$ cat src/rtl/rs_pkg.sv
// rs_pkg: shared types and constants for the reversible stack
// command and status codes, controller state, controller/datapath structs
// no dependencies
package rs_pkg;

  localparam int DEPTH_DEF = 64;
  localparam int DATA_W    = 32;
  localparam int FUNC_W    = 2;
  localparam int STAT_W    = 2;
  localparam int COUNT_W   = 7;

  // command carried in the input word's tuser
  typedef enum logic [FUNC_W-1:0] {
    FN_PUSH = 2'd0,
    FN_POP  = 2'd1,
    FN_REV  = 2'd2,
    FN_LIST = 2'd3
  } func_t;

  // result status
  typedef enum logic [STAT_W-1:0] {
    STAT_OK    = 2'd0,
    STAT_EMPTY = 2'd1,
    STAT_FULL  = 2'd2
  } status_t;

  // controller states
  typedef enum logic [1:0] {
    S_IDLE,
    S_POP,
    S_LIST
  } state_t;

  // controller to datapath
  typedef struct packed {
    logic    push_wr;       // write push value, grow stack
    logic    pop_rd;        // read top entry, shrink stack
    logic    rev;           // toggle direction flag
    logic    list_first;    // read top entry, start list cursor
    logic    list_next;     // read at cursor, advance cursor
    logic    out_load;      // load output register
    logic    out_use_rd;    // output data from memory read, else zero
    status_t out_status;
    logic    out_last;
  } dp_cmd_t;

  // datapath to controller
  typedef struct packed {
    logic full;
    logic empty;
    logic list_last;        // one entry left to list
    logic out_valid;
  } dp_stat_t;

endpackage

$ cat src/rtl/reversible_stack.sv
// reversible_stack: top level of the last-in first-out store with reverse
// instantiates rs_ctrl and rs_dpath, depends on rs_pkg
//
// A stack of up to DEPTH signed 32-bit words held in a ring memory with a
// bottom pointer, a count and a direction flag, so reverse only toggles the
// flag whatever the fill. Each input word carries a command in tuser (push,
// pop, reverse, list) and the push value in tdata. Push, reverse, and any
// command refused for an empty or full stack load the result on acceptance;
// pop loads it from S_POP, via the memory's registered read port. List of n
// entries yields n result words top first, tlast on the final one, and holds
// the block until its last word is loaded, one entry per cycle through the
// single read port while the result side keeps tready high. Every result
// word carries the entry count and an empty flag as they stand after the
// command. The block takes a new command once the previous one has been
// issued and the output register is free or being emptied in the same cycle.
module reversible_stack #(
  parameter int DEPTH = rs_pkg::DEPTH_DEF
) (
  input  logic        clk,
  input  logic        rst_n,
  input  logic        in_tvalid,
  output logic        in_tready,
  input  logic [31:0] in_tdata,   // [31:0] push_value
  input  logic [1:0]  in_tuser,   // [1:0] func
  output logic        out_tvalid,
  input  logic        out_tready,
  output logic [39:0] out_tdata,  // [31:0] data_out, [38:32] entry_count, [39] is_empty
  output logic [1:0]  out_tuser,  // [1:0] status
  output logic        out_tlast   // is_last
);
  import rs_pkg::*;

  dp_cmd_t            cmd;
  dp_stat_t           stat;
  logic [DATA_W-1:0]  out_data;
  status_t            out_status;
  logic [COUNT_W-1:0] out_count;
  logic               out_empty;

  // command sequencer
  rs_ctrl u_ctrl (
    .clk        (clk),
    .rst_n      (rst_n),
    .in_tvalid  (in_tvalid),
    .in_func    (in_tuser),
    .out_tready (out_tready),
    .stat       (stat),
    .in_tready  (in_tready),
    .cmd        (cmd)
  );

  // memory, pointers and output register
  rs_dpath #(
    .DEPTH (DEPTH)
  ) u_dpath (
    .clk        (clk),
    .rst_n      (rst_n),
    .cmd        (cmd),
    .push_value (in_tdata),
    .out_tready (out_tready),
    .stat       (stat),
    .out_valid  (out_tvalid),
    .out_data   (out_data),
    .out_status (out_status),
    .out_last   (out_tlast),
    .out_count  (out_count),
    .out_empty  (out_empty)
  );

  // result word packing
  assign out_tdata = {out_empty, out_count, out_data};
  assign out_tuser = out_status;

  // refused push reports a full stack
  a_full_count : assert property (@(posedge clk) disable iff (!rst_n)
    out_tvalid && out_tuser == STAT_FULL |-> out_tdata[38:32] == COUNT_W'(DEPTH))
    else $error("full status with count below depth");

  // empty status is a single final word with empty flag
  a_empty_word : assert property (@(posedge clk) disable iff (!rst_n)
    out_tvalid && out_tuser == STAT_EMPTY |-> out_tlast && out_tdata[39])
    else $error("empty status without last or empty flag");

  // push gives its result in the next cycle
  a_push_result : assert property (@(posedge clk) disable iff (!rst_n)
    in_tvalid && in_tready && in_tuser == FN_PUSH |=> out_tvalid && out_tlast)
    else $error("push result missing");

  // no command taken in the middle of a list run
  a_list_hold : assert property (@(posedge clk) disable iff (!rst_n)
    out_tvalid && !out_tlast |-> !in_tready)
    else $error("input accepted during list");

endmodule

$ cat src/rtl/rs_dpath.sv
// rs_dpath: entry memory, ring pointers, list cursor and output register
// depends on rs_pkg
module rs_dpath #(
  parameter int DEPTH = rs_pkg::DEPTH_DEF
) (
  input  logic                          clk,
  input  logic                          rst_n,
  input  rs_pkg::dp_cmd_t               cmd,
  input  logic [rs_pkg::DATA_W-1:0]     push_value,
  input  logic                          out_tready,
  output rs_pkg::dp_stat_t              stat,
  output logic                          out_valid,
  output logic [rs_pkg::DATA_W-1:0]     out_data,
  output rs_pkg::status_t               out_status,
  output logic                          out_last,
  output logic [rs_pkg::COUNT_W-1:0]    out_count,
  output logic                          out_empty
);
  import rs_pkg::*;

  localparam int PTR_W = (DEPTH > 1) ? $clog2(DEPTH) : 1;
  localparam int CNT_W = $clog2(DEPTH + 1);
  localparam int SUM_W = CNT_W + 1;

  // ring helpers
  function automatic logic [PTR_W-1:0] ring_add(logic [PTR_W-1:0] p, logic [CNT_W-1:0] n);
    logic [SUM_W-1:0] s;
    s = SUM_W'(p) + SUM_W'(n);
    if (s >= SUM_W'(DEPTH)) begin
      s = s - SUM_W'(DEPTH);
    end
    return s[PTR_W-1:0];
  endfunction

  function automatic logic [PTR_W-1:0] ring_inc(logic [PTR_W-1:0] p);
    return (p == PTR_W'(DEPTH - 1)) ? '0 : p + 1'b1;
  endfunction

  function automatic logic [PTR_W-1:0] ring_dec(logic [PTR_W-1:0] p);
    return (p == '0) ? PTR_W'(DEPTH - 1) : p - 1'b1;
  endfunction

  logic [DATA_W-1:0]  mem [DEPTH];
  logic [DATA_W-1:0]  rdata_r;

  logic [PTR_W-1:0]   bp_r, bp_nxt;
  logic [CNT_W-1:0]   cnt_r, cnt_nxt;
  logic               flip_r, flip_nxt;
  logic [PTR_W-1:0]   cursor_r, cursor_nxt;
  logic [CNT_W-1:0]   remain_r, remain_nxt;

  logic               out_valid_r, out_valid_nxt;
  logic [DATA_W-1:0]  out_data_r;
  status_t            out_status_r;
  logic               out_last_r;
  logic [COUNT_W-1:0] out_count_r;
  logic               out_empty_r;

  logic [PTR_W-1:0]   top_slot;
  logic [PTR_W-1:0]   wr_slot;
  logic [PTR_W-1:0]   rd_addr;
  logic               rd_en;

  // slot of the top entry and of the next push
  always_comb begin
    top_slot = flip_r ? bp_r : ring_add(bp_r, cnt_r - 1'b1);
    wr_slot  = flip_r ? ring_dec(bp_r) : ring_add(bp_r, cnt_r);
    rd_en    = cmd.pop_rd | cmd.list_first | cmd.list_next;
    rd_addr  = cmd.list_next ? cursor_r : top_slot;
  end

  // pointer, count and cursor updates
  always_comb begin
    bp_nxt     = bp_r;
    cnt_nxt    = cnt_r;
    flip_nxt   = flip_r;
    cursor_nxt = cursor_r;
    remain_nxt = remain_r;
    if (cmd.push_wr) begin
      cnt_nxt = cnt_r + 1'b1;
      if (flip_r) begin
        bp_nxt = ring_dec(bp_r);
      end
    end
    if (cmd.pop_rd) begin
      cnt_nxt = cnt_r - 1'b1;
      if (flip_r) begin
        bp_nxt = ring_inc(bp_r);
      end
    end
    if (cmd.rev) begin
      flip_nxt = ~flip_r;
    end
    // list walks from the top toward the bottom
    if (cmd.list_first) begin
      cursor_nxt = flip_r ? ring_inc(top_slot) : ring_dec(top_slot);
      remain_nxt = cnt_r;
    end
    if (cmd.list_next) begin
      cursor_nxt = flip_r ? ring_inc(cursor_r) : ring_dec(cursor_r);
      remain_nxt = remain_r - 1'b1;
    end
  end

  // output valid
  always_comb begin
    if (cmd.out_load) begin
      out_valid_nxt = 1'b1;
    end else if (out_tready) begin
      out_valid_nxt = 1'b0;
    end else begin
      out_valid_nxt = out_valid_r;
    end
  end

  // control registers
  always_ff @(posedge clk) begin
    if (!rst_n) begin
      bp_r        <= '0;
      cnt_r       <= '0;
      flip_r      <= 1'b0;
      out_valid_r <= 1'b0;
    end else begin
      bp_r        <= bp_nxt;
      cnt_r       <= cnt_nxt;
      flip_r      <= flip_nxt;
      out_valid_r <= out_valid_nxt;
    end
  end

  // list cursor
  always_ff @(posedge clk) begin
    cursor_r <= cursor_nxt;
    remain_r <= remain_nxt;
  end

  // entry memory, one write and one registered read port
  always_ff @(posedge clk) begin
    if (cmd.push_wr) begin
      mem[wr_slot] <= push_value;
    end
    if (rd_en) begin
      rdata_r <= mem[rd_addr];
    end
  end

  // output payload
  always_ff @(posedge clk) begin
    if (cmd.out_load) begin
      out_data_r   <= cmd.out_use_rd ? rdata_r : '0;
      out_status_r <= cmd.out_status;
      out_last_r   <= cmd.out_last;
      out_count_r  <= COUNT_W'(cnt_nxt);
      out_empty_r  <= (cnt_nxt == '0);
    end
  end

  // status toward the controller
  always_comb begin
    stat.full      = (cnt_r == CNT_W'(DEPTH));
    stat.empty     = (cnt_r == '0);
    stat.list_last = (remain_r == CNT_W'(1));
    stat.out_valid = out_valid_r;
  end

  assign out_valid  = out_valid_r;
  assign out_data   = out_data_r;
  assign out_status = out_status_r;
  assign out_last   = out_last_r;
  assign out_count  = out_count_r;
  assign out_empty  = out_empty_r;

endmodule

$ cat src/rtl/rs_ctrl.sv
// rs_ctrl: command sequencer for the reversible stack
// depends on rs_pkg
module rs_ctrl (
  input  logic                      clk,
  input  logic                      rst_n,
  input  logic                      in_tvalid,
  input  logic [rs_pkg::FUNC_W-1:0] in_func,
  input  logic                      out_tready,
  input  rs_pkg::dp_stat_t          stat,
  output logic                      in_tready,
  output rs_pkg::dp_cmd_t           cmd
);
  import rs_pkg::*;

  state_t state_r, state_nxt;
  logic   out_free;
  logic   accept;

  // state register
  always_ff @(posedge clk) begin
    if (!rst_n) begin
      state_r <= S_IDLE;
    end else begin
      state_r <= state_nxt;
    end
  end

  // next state and commands
  always_comb begin
    out_free       = ~stat.out_valid | out_tready;
    in_tready      = (state_r == S_IDLE) & out_free;
    accept         = in_tvalid & in_tready;
    state_nxt      = state_r;
    cmd            = '0;
    cmd.out_status = STAT_OK;
    case (state_r)
      S_IDLE: begin
        if (accept) begin
          cmd.out_last = 1'b1;
          case (func_t'(in_func))
            FN_PUSH: begin
              cmd.out_load = 1'b1;
              if (stat.full) begin
                cmd.out_status = STAT_FULL;
              end else begin
                cmd.push_wr = 1'b1;
              end
            end
            FN_POP: begin
              if (stat.empty) begin
                cmd.out_load   = 1'b1;
                cmd.out_status = STAT_EMPTY;
              end else begin
                cmd.pop_rd = 1'b1;
                state_nxt  = S_POP;
              end
            end
            FN_REV: begin
              cmd.rev      = 1'b1;
              cmd.out_load = 1'b1;
            end
            FN_LIST: begin
              if (stat.empty) begin
                cmd.out_load   = 1'b1;
                cmd.out_status = STAT_EMPTY;
              end else begin
                cmd.list_first = 1'b1;
                state_nxt      = S_LIST;
              end
            end
            default: begin
              cmd.out_load = 1'b1;
            end
          endcase
        end
      end
      // popped word arrives from the memory read register
      S_POP: begin
        if (out_free) begin
          cmd.out_load   = 1'b1;
          cmd.out_use_rd = 1'b1;
          cmd.out_last   = 1'b1;
          state_nxt      = S_IDLE;
        end
      end
      // one listed entry per free output slot, next read overlapped
      S_LIST: begin
        if (out_free) begin
          cmd.out_load   = 1'b1;
          cmd.out_use_rd = 1'b1;
          cmd.out_last   = stat.list_last;
          if (stat.list_last) begin
            state_nxt = S_IDLE;
          end else begin
            cmd.list_next = 1'b1;
          end
        end
      end
      default: begin
        state_nxt = S_IDLE;
      end
    endcase
  end

endmodule
$ cat config.mk
export PLATFORM = sky130hd
export DESIGN_NAME = reversible_stack
export DESIGN_NICKNAME = d
export VERILOG_FILES = /design/src/rtl/rs_pkg.sv /design/src/rtl/reversible_stack.sv /design/src/rtl/rs_dpath.sv /design/src/rtl/rs_ctrl.sv
export SDC_FILE = /design/constraint.sdc
export NUM_CORES = 2
export LEC_CHECK = 0
export BUFFER_PORTS_ARGS = -buffer_cell sky130_fd_sc_hd__buf_2
export CORE_ASPECT_RATIO = 0.8
export CORE_MARGIN = 2
export CORE_UTILIZATION = 50
export CTS_CLUSTER_DIAMETER = 80
export DETAILED_ROUTE_END_ITERATION = 8
export GPL_ROUTABILITY_DRIVEN = 0
export HOLD_SLACK_MARGIN = 0.15
export PLACE_DENSITY = 0.68
export SLEW_MARGIN = 20
export SYNTH_ARGS = -nofsm -noshare
export SYNTH_HDL_FRONTEND = slang
export SYNTH_SLANG_ARGS = --single-unit
export TNS_END_PERCENT = 100
$ cat constraint.sdc
create_clock -name clk -period 3.95 [get_ports clk]
set_clock_uncertainty 0.1 [all_clocks]
set_input_delay 0 -clock clk [delete_from_list [all_inputs] [get_ports clk]]
set_output_delay 0 -clock clk [all_outputs]
set_load 0.01 [all_outputs]
* After elaboration in Yosys (flattened, before gate mapping)
Memory sizes are Yosys's and may differ from the RTL's. A register that Yosys moved wholly into a read port is not among the register bits. Index checks and enable logic that the tools add are counted.
Storage, ports and cells: memory bits (writable) 2048, word-level logic and storage cells 124, flip-flop bits (word level) 73, output and inout bits 45, memories 1
Cells by class: $add $sub $neg 13, reductions and logical operators 13, bitwise logic cells 7, equal/unequal tests 17, multiplexer cells 59, $lt $le $gt $ge 2
Memories:
- u_dpath.mem | depth 64, bits a word 32, read ports 1, clocked after memory_dff 1, wr ports 1, RTL line rs_dpath.sv:43 | logic [DATA_W-1:0] mem [DEPTH];
Operators with widths (count):
- 6-bit two-way mux | 19
- 6-bit by 1-bit subtractor with 6-bit output, second input constant | 5
- 7-bit two-way mux | 4
- 6-bit by 1-bit adder with 6-bit output, second input constant | 3
- 6-bit == test, second input constant | 3
- 6-bit logical NOT | 3
- 1-bit two-way mux | 18
- 6-bit by 7-bit adder with 8-bit output | 2
- 8-bit by 7-bit greater-or-equal comparator with 1-bit output, second input constant | 2
- 2-bit two-way mux | 8
- 7-bit logical NOT | 2
- 7-bit by 1-bit subtractor with 7-bit output, second input constant | 2
- 3-bit inequality test, second input constant | 3
- 4-bit two-way mux | 2
- 2-bit by 1-bit inequality test with 1-bit output, second input constant | 4
- 2-bit one-hot mux with 2 select lines | 2
- 7-bit by 1-bit adder with 7-bit output, second input constant | 1
- 7-bit by 1-bit == test with 1-bit output, second input constant | 1
- 7-bit == test, second input constant | 1
- 7-bit AND reduction | 1
- 2-bit == test, second input constant | 3
- 1-bit one-hot mux with 3 select lines | 2
- 2-bit one-hot mux with 3 select lines | 1
- 2-bit by 1-bit == test with 1-bit output, second input constant | 2
- 9 further kinds | 17

* Logic depth before layout (Yosys ltp)
depth after elaboration 10, depth in mapped cells 16, mapped depth without buffers 13

* Modules after synthesis
A second synthesis with hierarchy kept.
Second synthesis, totals: cell total of the unflattened synthesis 5005, area total of the unflattened synthesis 84802.6 um^2
By module, submodules not included:
- rs_dpath | area an instance 84498.5 um^2, instances 1, cells each 4960
- rs_ctrl | area an instance 296.5 um^2, instances 1, cells each 44
- reversible_stack | area an instance 7.5 um^2, instances 1, cells each 1

* Worst setup path after synthesis
OpenSTA, ideal clock, no wires.
kind flip-flop to flip-flop, from register u_dpath.cnt_r[1], to register u_dpath.out_count_r[0], in the netlist u_dpath.out_count[0] (enable), setup time 0.460 ns, slack -0.401 ns, arrival time 3.791 ns, required time 3.390 ns, period minus slack after synthesis 4.351 ns, cell stages (with the launch flop) 8, cells stage by stage dfxtp_1 -> inv_1 -> ha_1 -> or3b_2 -> nor3_1 -> nand2b_1 -> a21o_1 -> a21oi_1
RTL lines:
- from (decl) | RTL line rs_dpath.sv:47 | logic [CNT_W-1:0] cnt_r, cnt_nxt;
- from (signal assigned) | RTL line rs_dpath.sv:125 | cnt_r <= cnt_nxt;
- to (signal assigned) | RTL line rs_dpath.sv:153 | out_count_r <= COUNT_W'(cnt_nxt);
- to (decl) | RTL line rs_dpath.sv:56 | logic [COUNT_W-1:0] out_count_r;

* Final worst setup path
from register u_dpath.cnt_r[1], to register u_dpath.rdata_r[13], read port of u_dpath.mem (data pin)
On the way: longest elaborated chain between the ends 7
RTL lines:
- branches (longest 7 deep; another with 6-bit by 7-bit adder with 8-bit output)
- to (decl) | RTL line rs_dpath.sv:44 | logic [DATA_W-1:0] rdata_r;
Several ways; the timed one is not identified. A chain may end at the register's enable or synchronous reset.

==> impl_metrics.tcl <==
set metrics [dict create \
    final_util_pct 59.6 \
    path_clk_slew_ps 60 \
    fin_ws_ps 51.3 \
    setup_violations 0 \
    power_density_mw_per_mm2 694 \
    p_switching_mw 23.3 \
    core-area_sq_mm 0.167 \
    initial_core_util_pct 50.4 \
    portBuffers 82 \
    finalHoldViolations 0 \
    drv_cap 0 \
    rsz0062_at_grt "true" \
    yosys_warnings 0 \
    overflow 0 \
    drt_iter0_drc 7267 \
    synthArstFlopShare_pct 0 \
    grt_pass1_wl_um 334000 \
    arrival_ps 4380 \
    die_h_um 372 \
    dp_slack_ps -95.6 \
    place_area_sq_mm 0.0920 \
    yosysTopAreaCellShare_pct 76.0 \
    fin_crit_sh_pct 98.7 \
    ys_types 68 \
    die_area_sq_mm 0.172 \
    cts_sinks 2153 \
    worstHoldPathType "in2reg" \
    syn_area_per_cell_sq_um 16.8 \
    drt_pass1_iterations 8 \
    status "finished, final reports clean" \
    vias 50300 \
    power_frac_comb_pct 35.3 \
    critPathMaxFanout 5 \
    wl_per_cell_um 29.8 \
    period_needed_ps 3900 \
    peakVddDrop_mv 0.614 \
    power_leakage_nw 32.2 \
    setup_tns_ps 0 \
    syn_inst 5022 \
    synthTopCellsByCount "edfxtp_1, nand2_1, nor2_1, mux4_2, a21oi_1" \
    grt_pass1_vias 47900 \
    synth-seq-cells 2153 \
    syn_area_sq_mm 0.0844 \
    cts_tree "built" \
    start_kind "register" \
    finalMaxSlewViolations 0 \
    clkPwrFrac_pct 26.8 \
    synth-edff-count 2136 \
    cts-root-buf "clkbuf_16" \
    drive_gt1_share_pct 22.7 \
    synth_area_leaders "edfxtp_1, mux4_2, nand2_1" \
    path_class "reg2reg" \
    worstPathRequired_ps 4430 \
    cts_buffers 200 \
    fp-row-count 134 \
    grt_max_degree 70 \
    syn-num-nets 5090 \
    nets 5615 \
    antenna_found_initial 15 \
    p_seq_share_pct 37.9 \
    synth_top_cell_by_area "edfxtp_1" \
    syn_to_final_growth_pct 18.1 \
    die_x_um 463 \
    antenna_left 0 \
    switching_share_pct 33.7 \
    tightest_slew_ps 1110 \
    drc 0 \
    p_int_mw 45.9 \
    cp-end-kind "register" \
    wl_um 237000 \
    ys_seq_area_share_pct 76.4 \
    fmax_mhz 256 \
    dp_hpwl_um 141000 \
    synth.most_common_cell "edfxtp_1" \
    clockBufferDepth 3 \
    via_per_inst 6.33 \
    grtUsageTotal_pct 26.7 \
    ios 83 \
    htreeDepth 4 \
    synth_flop_cell "edfxtp_1" \
    max-slew-margin-rel_pct 25.8 \
    design_area_sq_mm 0.0997 \
    worstSkewPairLatency_ps 840 \
]
[stage by stage]
stage                     total power [mW]  hold slack [ps]  cells
after detailed placement              49.1              307   7486
final                                 69.2              185   7954
after global placement                48.8              289   7486
after CTS                             67.8              157   7912
after floorplan                       38.7            -1.13   5022
after global routing                  71.3              191   7948
[state kept, by name, indices dropped and copies added (netlist names), 2 cells and up]
signal	cells
u_ctrl.state_r	2
u_dpath.remain_r	7
u_dpath.rdata_r	32
u_dpath.out_count	7
u_dpath.cursor_r	6
u_dpath.bp_r	6
u_dpath.cnt_r	7
u_dpath.out_data	32
u_dpath.out_status	2
u_dpath.mem	2048
[area by class of cell]
cell class,instances,area (sq um)
inverter,23,86.3
fill,12100,67600
multi-input combinational,2537,19500
tap,2244,2810
clock buffer,258,5270
timing repair buffer,632,6630
clock inverter,99,906
sequential,2153,64500
antenna,8,20.0
[critical path: stages (launching register included)]
cell,delay [ps]
dfxtp_2,330
buf_4,130
or3_4,410
xnor2_4,210
ha_4,250
a221oi_4,310
xnor2_2,110
nor2b_1,140
buf_4,160
o22a_4,260
buf_12,160
nor2_4,140
buf_4,130
buf_6,120
a22oi_1,100
a32o_2,290
a211o_1,280
[timing repair]
| action | CTS | global route |
|---|---|---|
| hold buffers | 58 | 0 |
| setup endpoints to repair | 27 | 94 |
| gates cloned | 4 | 15 |
| pin swaps | 5 | 16 |
| endpoints found under the hold margin | 2153 | 0 |
| setup buffers | 7 | 21 |
| resized for setup | 16 | 66 |
[power by group through the flow]
stage	sequential, mW	combinational, mW	clock [mW]
global placement	26.7	22.1	0
detailed placement	26.7	22.4	0
floorplan	26.6	12.1	0
CTS	26.2	22.8	18.7
finish	26.2	24.4	18.5
global route	26.2	25.5	19.6
[path summary, 6_finish.rpt]
path	from	endpoint	slack [ps]	depth (start not counted)
max	u_dpath.cnt_r[1]	u_dpath.rdata_r[13]	50	16
min	in_tdata[10]	u_dpath.mem[58][10]	180	2
max reg2reg	u_dpath.cnt_r[1]	u_dpath.rdata_r[13]	50	16
min reg2reg	u_ctrl.state_r[0]	u_ctrl.state_r[0]	480	2
[layer usage]
layer / wire [um] / track usage, % / up-vias
li1: - / - / 20800
met1: 94200 / 39.4 / 25800
met2: 106000 / 39.6 / 3271
met3: 27400 / 5.40 / 474
met4: 9450 / 10.1 / 18
met5: 109 / 0 / -
[cells in the final DEF, fill, tap and decap left out, types with 14 or more instances in the layout]
cell	n
edfxtp_1	2136
nand2_1	584
buf_4	338
mux4_2	312
nor2_1	293
a21oi_1	282
nand3_1	241
clkbuf_16	210
o21ai_0	160
buf_12	126
buf_2	79
nor2_4	73
a221oi_1	62
a22oi_1	60
dlygate4sd3_1	58
clkbuf_1	56
a211oi_1	44
and2_1	43
nor3_1	40
clkinv_1	38
a31oi_1	36
a211o_1	31
o22ai_1	30
a32o_1	29
clkinv_2	26
ha_1	24
inv_1	21
xnor2_1	20
buf_6	15
dfxtp_1	15
xor2_1	14
[logic make-up after synthesis]
family | share of synthesized area (%)
compound gates | 6.06
xor+xnor | 0.374
fa+ha+maj | 0.462
buf+inv | 1.61
flops | 76.4
mux | 8.42
simple gates | 6.68
Note: power is estimated with default switching activity, not from simulation.
